[src/rtl/mmc_pkg.sv]
package mmc_pkg;

  // Field sizes
  localparam int unsigned NUM_MAPS     = 8;
  localparam int unsigned MAX_MAPS     = 8;
  localparam int unsigned HEIGHT_WIDTH = 24;
  localparam int unsigned COUNT_WIDTH  = 4;

  // Sorting network size and depth (odd-even merge sort of eight keys)
  localparam int unsigned SORT_N      = 8;
  localparam int unsigned SORT_LAYERS = 6;
  localparam int unsigned IDX_W       = $clog2(SORT_N);

  // Stream and register port widths
  localparam int unsigned IN_TDATA_W  = ((MAX_MAPS * HEIGHT_WIDTH + 7) / 8) * 8;
  localparam int unsigned OUT_TDATA_W = ((HEIGHT_WIDTH + COUNT_WIDTH + 7) / 8) * 8;
  localparam int unsigned APB_AW      = 3;
  localparam int unsigned APB_DW      = 32;

  // Register index
  localparam logic [APB_AW-3:0] REG_INVALID_MARKER = '0;

  localparam logic signed [HEIGHT_WIDTH-1:0] MARKER_RESET = -HEIGHT_WIDTH'(256);

  typedef logic signed [HEIGHT_WIDTH-1:0] height_t;
  typedef logic [COUNT_WIDTH-1:0]         count_t;

  // Sort key: dropped heights carry inv and sort above every valid one
  typedef struct packed {
    logic    inv;
    height_t val;
  } key_t;

  typedef key_t [SORT_N-1:0] key_arr_t;

  // Payload that moves between pipeline stages
  typedef struct packed {
    key_arr_t keys;
    count_t   cnt;
  } stage_t;

  function automatic logic key_gt(input key_t a, input key_t b);
    logic gt;
    if (a.inv != b.inv) begin
      gt = a.inv;
    end else if (a.inv) begin
      gt = 1'b0;
    end else begin
      gt = (a.val > b.val);
    end
    return gt;
  endfunction

  // One compare-exchange element
  function automatic key_arr_t cx(input key_arr_t a, input int lo, input int hi);
    key_arr_t r;
    r = a;
    if (key_gt(a[lo], a[hi])) begin
      r[lo] = a[hi];
      r[hi] = a[lo];
    end
    return r;
  endfunction

  // One layer of independent compare-exchange elements
  function automatic key_arr_t sort_layer(input key_arr_t a, input int layer);
    key_arr_t r;
    r = a;
    case (layer)
      0: begin
        r = cx(r, 0, 1); r = cx(r, 2, 3); r = cx(r, 4, 5); r = cx(r, 6, 7);
      end
      1: begin
        r = cx(r, 0, 2); r = cx(r, 1, 3); r = cx(r, 4, 6); r = cx(r, 5, 7);
      end
      2: begin
        r = cx(r, 1, 2); r = cx(r, 5, 6);
      end
      3: begin
        r = cx(r, 0, 4); r = cx(r, 1, 5); r = cx(r, 2, 6); r = cx(r, 3, 7);
      end
      4: begin
        r = cx(r, 2, 4); r = cx(r, 3, 5);
      end
      5: begin
        r = cx(r, 1, 2); r = cx(r, 3, 4); r = cx(r, 5, 6);
      end
      default: begin
        r = a;
      end
    endcase
    return r;
  endfunction

endpackage

[src/rtl/mmc_mask.sv]
module mmc_mask
  import mmc_pkg::*;
(
  input  logic                  clk_i,
  input  logic                  rst_ni,
  input  logic [IN_TDATA_W-1:0] data_i,
  input  height_t               marker_i,
  input  logic                  valid_i,
  output logic                  ready_o,
  output stage_t                stage_o,
  output logic                  valid_o,
  input  logic                  ready_i
);

  logic   vld_q;
  stage_t stage_q, stage_d;

  // Tag dropped heights and count the rest
  always_comb begin
    count_t cnt;
    cnt = '0;
    for (int k = 0; k < SORT_N; k++) begin
      if (k < MAX_MAPS) begin
        stage_d.keys[k].val = data_i[k*HEIGHT_WIDTH +: HEIGHT_WIDTH];
      end else begin
        stage_d.keys[k].val = '0;
      end
      stage_d.keys[k].inv = (k >= NUM_MAPS) || (stage_d.keys[k].val == marker_i);
      cnt = cnt + COUNT_WIDTH'(!stage_d.keys[k].inv);
    end
    stage_d.cnt = cnt;
  end

  assign ready_o = !vld_q || ready_i;
  assign valid_o = vld_q;
  assign stage_o = stage_q;

  always_ff @(posedge clk_i or negedge rst_ni) begin
    if (!rst_ni) begin
      vld_q <= 1'b0;
    end else if (ready_o) begin
      vld_q <= valid_i;
    end
  end

  always_ff @(posedge clk_i) begin
    if (ready_o && valid_i) begin
      stage_q <= stage_d;
    end
  end

endmodule

[src/rtl/mmc_sort_lo.sv]
module mmc_sort_lo
  import mmc_pkg::*;
(
  input  logic   clk_i,
  input  logic   rst_ni,
  input  stage_t stage_i,
  input  logic   valid_i,
  output logic   ready_o,
  output stage_t stage_o,
  output logic   valid_o,
  input  logic   ready_i
);

  logic   vld_q;
  stage_t stage_q, stage_d;

  // First half of the network: pairs sorted, then merged into sorted quads
  always_comb begin
    key_arr_t k;
    k = stage_i.keys;
    for (int l = 0; l < SORT_LAYERS / 2; l++) begin
      k = sort_layer(k, l);
    end
    stage_d.keys = k;
    stage_d.cnt  = stage_i.cnt;
  end

  assign ready_o = !vld_q || ready_i;
  assign valid_o = vld_q;
  assign stage_o = stage_q;

  always_ff @(posedge clk_i or negedge rst_ni) begin
    if (!rst_ni) begin
      vld_q <= 1'b0;
    end else if (ready_o) begin
      vld_q <= valid_i;
    end
  end

  always_ff @(posedge clk_i) begin
    if (ready_o && valid_i) begin
      stage_q <= stage_d;
    end
  end

endmodule

[src/rtl/mmc_sort_hi.sv]
module mmc_sort_hi
  import mmc_pkg::*;
(
  input  logic   clk_i,
  input  logic   rst_ni,
  input  stage_t stage_i,
  input  logic   valid_i,
  output logic   ready_o,
  output stage_t stage_o,
  output logic   valid_o,
  input  logic   ready_i
);

  logic   vld_q;
  stage_t stage_q, stage_d;

  // Second half of the network: final merge of the two quads
  always_comb begin
    key_arr_t k;
    k = stage_i.keys;
    for (int l = SORT_LAYERS / 2; l < SORT_LAYERS; l++) begin
      k = sort_layer(k, l);
    end
    stage_d.keys = k;
    stage_d.cnt  = stage_i.cnt;
  end

  assign ready_o = !vld_q || ready_i;
  assign valid_o = vld_q;
  assign stage_o = stage_q;

  always_ff @(posedge clk_i or negedge rst_ni) begin
    if (!rst_ni) begin
      vld_q <= 1'b0;
    end else if (ready_o) begin
      vld_q <= valid_i;
    end
  end

  always_ff @(posedge clk_i) begin
    if (ready_o && valid_i) begin
      stage_q <= stage_d;
    end
  end

endmodule

[src/rtl/mmc_select.sv]
module mmc_select
  import mmc_pkg::*;
(
  input  logic    clk_i,
  input  logic    rst_ni,
  input  stage_t  stage_i,
  input  logic    valid_i,
  output logic    ready_o,
  output height_t median_o,
  output count_t  count_o,
  output logic    valid_o,
  input  logic    ready_i
);

  logic    vld_q;
  height_t median_q, median_d;
  count_t  count_q;

  // Pick the middle pair; for an odd count both picks are the same key
  always_comb begin
    count_t                        n_m1;
    logic [IDX_W-1:0]              lo_idx;
    logic [IDX_W-1:0]              hi_idx;
    logic signed [HEIGHT_WIDTH:0]  sum;
    n_m1   = stage_i.cnt - COUNT_WIDTH'(1);
    lo_idx = IDX_W'(n_m1 >> 1);
    hi_idx = IDX_W'(stage_i.cnt >> 1);
    sum    = (HEIGHT_WIDTH+1)'(stage_i.keys[lo_idx].val)
           + (HEIGHT_WIDTH+1)'(stage_i.keys[hi_idx].val);
    if (stage_i.cnt == '0) begin
      median_d = '0;
    end else begin
      // arithmetic halving rounds toward minus infinity
      median_d = sum[HEIGHT_WIDTH:1];
    end
  end

  assign ready_o  = !vld_q || ready_i;
  assign valid_o  = vld_q;
  assign median_o = median_q;
  assign count_o  = count_q;

  always_ff @(posedge clk_i or negedge rst_ni) begin
    if (!rst_ni) begin
      vld_q <= 1'b0;
    end else if (ready_o) begin
      vld_q <= valid_i;
    end
  end

  always_ff @(posedge clk_i) begin
    if (ready_o && valid_i) begin
      median_q <= median_d;
      count_q  <= stage_i.cnt;
    end
  end

endmodule

[src/rtl/masked_median_combine.sv]
// Masked median of eight co-registered height maps, one pixel per item.
// Input stream (s_axis): one pixel's eight heights per item; valid/ready
// handshake. Output stream (m_axis): median height and valid count.
// Heights equal to the invalid_marker register are left out; an even count
// gives the floor of the mean of the middle pair, no valid height gives 0.
// Register port: APB-style, invalid_marker at byte address 0, pready tied
// high; write only while no item is in flight.
// Four register stages: marker test and count, two halves of a 6-layer
// odd-even merge sorting network, then middle select and average into the
// output register. Throughput: one item per cycle while the output is not
// stalled. Each stage loads whenever it is empty or its successor loads, so
// bubbles collapse under backpressure.
// Reset clears all stage valid bits and sets invalid_marker to -1.0 (-256).
// When the receiver stalls the output holds; upstream stages keep filling,
// and s_axis_tready drops only once all four stages hold items.
module masked_median_combine
  import mmc_pkg::*;
(
  input  logic                   clk_i,
  input  logic                   rst_ni,
  // APB-style register port
  input  logic                   psel,
  input  logic                   penable,
  input  logic                   pwrite,
  input  logic [APB_AW-1:0]      paddr,
  input  logic [APB_DW-1:0]      pwdata,
  output logic [APB_DW-1:0]      prdata,
  output logic                   pready,
  // input stream, tdata: height_0 .. height_7 from bit 0 up
  input  logic                   s_axis_tvalid,
  output logic                   s_axis_tready,
  input  logic [IN_TDATA_W-1:0]  s_axis_tdata,
  // output stream, tdata: median_height, valid_count, zero pad
  output logic                   m_axis_tvalid,
  input  logic                   m_axis_tready,
  output logic [OUT_TDATA_W-1:0] m_axis_tdata
);

  height_t marker_q;
  stage_t  mask_stage, lo_stage, hi_stage;
  logic    mask_vld, lo_vld, hi_vld;
  logic    mask_rdy, lo_rdy, hi_rdy;
  height_t median;
  count_t  count;
  logic    reg_wr;

  // Register port
  assign pready = 1'b1;
  assign reg_wr = psel && penable && pwrite && pready
                  && (paddr[APB_AW-1:2] == REG_INVALID_MARKER);

  always_ff @(posedge clk_i or negedge rst_ni) begin
    if (!rst_ni) begin
      marker_q <= MARKER_RESET;
    end else if (reg_wr) begin
      marker_q <= pwdata[HEIGHT_WIDTH-1:0];
    end
  end

  always_comb begin
    prdata = '0;
    if (paddr[APB_AW-1:2] == REG_INVALID_MARKER) begin
      prdata = APB_DW'(marker_q);
    end
  end

  // Pipeline
  mmc_mask u_mask (
    .clk_i    (clk_i),
    .rst_ni   (rst_ni),
    .data_i   (s_axis_tdata),
    .marker_i (marker_q),
    .valid_i  (s_axis_tvalid),
    .ready_o  (s_axis_tready),
    .stage_o  (mask_stage),
    .valid_o  (mask_vld),
    .ready_i  (mask_rdy)
  );

  mmc_sort_lo u_sort_lo (
    .clk_i   (clk_i),
    .rst_ni  (rst_ni),
    .stage_i (mask_stage),
    .valid_i (mask_vld),
    .ready_o (mask_rdy),
    .stage_o (lo_stage),
    .valid_o (lo_vld),
    .ready_i (lo_rdy)
  );

  mmc_sort_hi u_sort_hi (
    .clk_i   (clk_i),
    .rst_ni  (rst_ni),
    .stage_i (lo_stage),
    .valid_i (lo_vld),
    .ready_o (lo_rdy),
    .stage_o (hi_stage),
    .valid_o (hi_vld),
    .ready_i (hi_rdy)
  );

  mmc_select u_select (
    .clk_i    (clk_i),
    .rst_ni   (rst_ni),
    .stage_i  (hi_stage),
    .valid_i  (hi_vld),
    .ready_o  (hi_rdy),
    .median_o (median),
    .count_o  (count),
    .valid_o  (m_axis_tvalid),
    .ready_i  (m_axis_tready)
  );

  assign m_axis_tdata = OUT_TDATA_W'({count, median});

  // Checks
  a_count_range: assert property (@(posedge clk_i) disable iff (!rst_ni)
    m_axis_tvalid |-> (count <= COUNT_WIDTH'(NUM_MAPS)))
    else $error("valid count above number of maps");

  a_empty_zero: assert property (@(posedge clk_i) disable iff (!rst_ni)
    (m_axis_tvalid && count == '0) |-> (median == '0))
    else $error("nonzero median with no valid height");

  a_stall_source: assert property (@(posedge clk_i) disable iff (!rst_ni)
    !s_axis_tready |-> (m_axis_tvalid && !m_axis_tready && mask_vld && lo_vld && hi_vld))
    else $error("input stalled without a full pipe and output backpressure");

endmodule
[config.mk]
export PLATFORM = sky130hd
export DESIGN_NAME = masked_median_combine
export DESIGN_NICKNAME = d
export VERILOG_FILES = /design/src/rtl/mmc_pkg.sv /design/src/rtl/mmc_mask.sv /design/src/rtl/mmc_sort_lo.sv /design/src/rtl/mmc_sort_hi.sv /design/src/rtl/mmc_select.sv /design/src/rtl/masked_median_combine.sv
export SDC_FILE = /design/constraint.sdc
export NUM_CORES = 2
export LEC_CHECK = 0
export BUFFER_PORTS_ARGS = -buffer_cell sky130_fd_sc_hd__clkbuf_2
export CAP_MARGIN = 20
export CORE_AREA = 3 3 287 289
export CTS_CLUSTER_DIAMETER = 30
export CTS_CLUSTER_SIZE = 28
export DETAILED_ROUTE_END_ITERATION = 8
export DIE_AREA = 0 0 290 292
export PLACE_DENSITY_LB_ADDON = 0.12
export SLEW_MARGIN = 30
export SYNTH_ARGS = -nofsm -noshare
export SYNTH_HDL_FRONTEND = slang
export SYNTH_HIERARCHICAL = 1
export SYNTH_SLANG_ARGS = --single-unit
[constraint.sdc]
create_clock -name clk_i -period 12.2 [get_ports clk_i]
set_input_delay 0.61 -clock clk_i [delete_from_list [all_inputs] [get_ports clk_i]]
set_output_delay 0.61 -clock clk_i [all_outputs]
set_load 0.01 [all_outputs]
==> key figures <==
Power and ir drop
  • Internal cell power: 8.82 mW
  • Peak VDD IR: 0.208 mV
  • Share of total power in the clock network: 0.249
  • Sw Ratio: 0.402
  • Areal power density over the cells: 260 nW/um^2
  • Switching pwr: 5.93 mW
  • Static leakage: 25.0 nW
  • Share of total power in combinational logic: 0.476
  • Portion of total power attributed to sequential cells: 0.274

STA
  • FMAX: 96.6 MHz
  • Setup skew after layout: 0.0356 ns
  • Worst slew pin tran: 0.994 ns
  • RSZ-0062 raised after global routing: no
  • Worst slew margin: 0.338
  • # setup viols final: 0
  • Period utilisation layout: 0.849
  • Post-layout minimum cycle time: 10.35 ns
  • Final Hold Violating Endpoints: 0
  • Smallest setup slack after layout: 1.85 ns
  • Number of max-slew violations in the final report: 0
  • Sum Neg Setup Slack: 0 ns

Detailed routing
  • Via count: 37300
  • Post-DR vias/cell: 6.38
  • Count of unresolved DRC violations after routing: 0
  • Routed Wire Length: 155000 um
  • Detailed-router iteration count before antenna repair: 6
  • Final routed wire length divided by cell count: 26.6 um
  • Number of DRC markers in iteration 0: 3566
  • Routed Antenna Nets: 0

Placement
  • Worst-case setup slack after placement: 2.05 ns
  • Gp weighted congestion: 1.04
  • Final HPWL from detailed placement: 124000 um
  • IO buf count: 285
  • Placed Cells: 5596

CTS
  • Worst skew pair latency: 0.73 ns
  • Resized Gates After CTS: 0
  • CTS sink count: 660
  • Post-CTS setup buffers: 0
  • Maximum level of the CTS H-tree: 4
  • Worst-case clock buffer depth: 3
  • Number of buffers inserted by hold repair at cts: 0
  • CTS Buf Count: 137
  • Clock transition at the registers of the reported paths: 0.05 ns
  • Clock tree from TritonCTS: yes
  • Root Buffer: sky130_fd_sc_hd__clkbuf_16

Setup path
  • Startpoint of the worst-slack reg-to-reg timing path: u_mask/stage_o[124]
  • Endpoint required time on the critical path: 12.65 ns
  • Number of cell instances on the worst register-to-register path: 32
  • Most Frequent Cell on Critical Path: sky130_fd_sc_hd__a21o_1
  • Critical path capture point type: flop
  • Critical path's slowest cell: sky130_fd_sc_hd__or4_1
  • Critical path launch point: u_mask/stage_o[124]
  • Maximum fanout encountered on the critical timing path: 147
  • Crit path kind: flop to flop
  • Arrival time reported for the critical path endpoint: 10.80 ns
  • Setup slack on the worst flop-to-flop path: 1.85 ns
  • Reg2Reg Capture Point: u_sort_lo/stage_o[172]
  • CP peak stage delay: 0.63 ns
  • Startpoint kind of the worst setup timing path: flop

GRT
  • Total routing usage reported by global routing: 0.361
  • Initial antenna violation count: 5
  • Remaining global-route overflow: 0
  • First-pass GRT wire length: 226000 um
  • Pin count of the biggest net entering global routing: 148
  • Via count of the first global-routing pass: 36000

Floorplanning
  • Core Rows: 104
  • Horizontal die dimension: 290 um
  • IO Count: 301
  • Starting density of the core: 0.624
  • Placeable core region: 80200 um^2
  • Die height: 292 um
  • Die footprint: 84700 um^2

Layout
  • Core utilization of the finished layout: 0.709
  • Area added between synthesis and finish: 13.6%
  • Share of post-route cells with drive strength above 1: 0.204
  • Sequential cell area: 19700 um^2
  • Total area of multi-input combinational cells: 27500 um^2
  • Filler Cells Inserted: 5888
  • Final cell count without fillers: 5849
  • Net count of the finished layout: 5401

Outcome
  • Result of the run: complete, no violations

Logic synthesis
  • Mapped Cells: 4404
  • Syn Area/Cell: 11.4 um^2
  • Cell area after synthesis: 50000 um^2
  • Count of warnings emitted by yosys: 6

Job
  • Maximum Capacitance Violations: 0

Worst hold path
  • Path category of the worst min-delay check: input pin to async pin
==> metrics by stage <==
step / instance area [um^2] / total power, mW / hold slack [ns]
2_1_floorplan: 50000 / 8.89 / 0.314
4_1_cts: 56800 / 14.7 / 0.0183
6_report: 56800 / 14.8 / 0.0110
3_3_place_gp: 52100 / 10.7 / 0.404
3_5_place_dp: 52200 / 10.9 / 0.409
5_1_grt: 56800 / 15.6 / 0.0201
==> how the worst max path moves through the flow <==
stage	endpoint	slack (ns)	cells after the start
after CTS	u_sort_hi/stage_o[119]	1.98	28
after global routing	u_sort_lo/stage_o[166]	1.29	35
after floorplan	u_sort_lo/stage_o[157]	3.58	39
after detailed placement	u_sort_lo/stage_o[39]	2.05	33
final	u_sort_lo/stage_o[172]	1.85	32
after global placement	u_sort_lo/stage_o[177]	1.94	35
==> placed cells by master, fill, tap and decap left out, types with 20 or more instances in the layout <==
| cell type | instances |
|---|---|
| sky130_fd_sc_hd__xor2_1 | 128 |
| sky130_fd_sc_hd__mux2_1 | 21 |
| sky130_fd_sc_hd__edfxtp_1 | 632 |
| sky130_fd_sc_hd__a21oi_1 | 263 |
| sky130_fd_sc_hd__o21ai_0 | 85 |
| sky130_fd_sc_hd__mux2i_1 | 547 |
| sky130_fd_sc_hd__ha_1 | 486 |
| sky130_fd_sc_hd__nand3_1 | 42 |
| sky130_fd_sc_hd__inv_1 | 481 |
| sky130_fd_sc_hd__xnor2_1 | 86 |
| sky130_fd_sc_hd__nor4_1 | 44 |
| sky130_fd_sc_hd__o21a_1 | 38 |
| sky130_fd_sc_hd__nor3_1 | 85 |
| sky130_fd_sc_hd__mux2_4 | 20 |
| sky130_fd_sc_hd__nor2_1 | 214 |
| sky130_fd_sc_hd__buf_4 | 33 |
| sky130_fd_sc_hd__mux2_2 | 246 |
| sky130_fd_sc_hd__nand2_1 | 107 |
| sky130_fd_sc_hd__nand4_1 | 112 |
| sky130_fd_sc_hd__nand2b_1 | 24 |
| sky130_fd_sc_hd__a221o_1 | 41 |
| sky130_fd_sc_hd__a21o_1 | 70 |
| sky130_fd_sc_hd__nor2b_1 | 57 |
| sky130_fd_sc_hd__clkbuf_2 | 284 |
| sky130_fd_sc_hd__clkbuf_16 | 140 |
| sky130_fd_sc_hd__mux4_2 | 93 |
==> registers in the layout (all words and copies together) (netlist names) <==
register           cells
u_sort_lo/stage_o    204
u_select/valid_o       1
u_select/count_o       4
marker_q              24
u_sort_hi/valid_o      1
u_select/median_o     24
u_sort_lo/valid_o      1
u_mask/valid_o         1
u_mask/stage_o       204
u_sort_hi/stage_o    196
==> cell type report <==
cell class | instances | area share
Multi-Input combinational cell | 3069 | 0.484
Sequential cell | 660 | 0.347
Clock inverter | 92 | 0.0183
Clock buffer | 159 | 0.0633
Inverter | 481 | 0.0318
Antenna cell | 2 | 0.0000881
Tap cell | 1060 | 0.0233
Timing Repair Buffer | 326 | 0.0320
==> critical path, delay by kind of cell (launching register included) <==
| kind | cells | cell delay [ns] |
|---|---|---|
| buffers and inverters | 4 | 1.32 |
| AOI/OAI and AO/OA | 13 | 3.57 |
| muxes | 2 | 0.98 |
| adders and majority gates | 3 | 0.98 |
| and+or+nand+nor | 10 | 2.68 |
| DFF | 1 | 0.41 |
==> power by group through the flow <==
stage,Clock [mW],Combinational [mW],Sequential [mW]
after floorplan,0,5.14,3.75
after global placement,0,6.65,4.04
after detailed placement,0,6.83,4.07
after CTS,3.71,6.91,4.04
after global routing,3.84,7.63,4.09
final,3.68,7.03,4.05
==> metal layers <==
layer / up-vias / track usage / routed length, um
li1: 17000 / - / -
met1: 18200 / 0.465 / 61600
met2: 1772 / 0.584 / 71900
met3: 369 / 0.0601 / 12600
met4: 8 / 0.203 / 9340
met5: - / 0 / 57
Note: power is estimated with default switching activity, not from simulation.
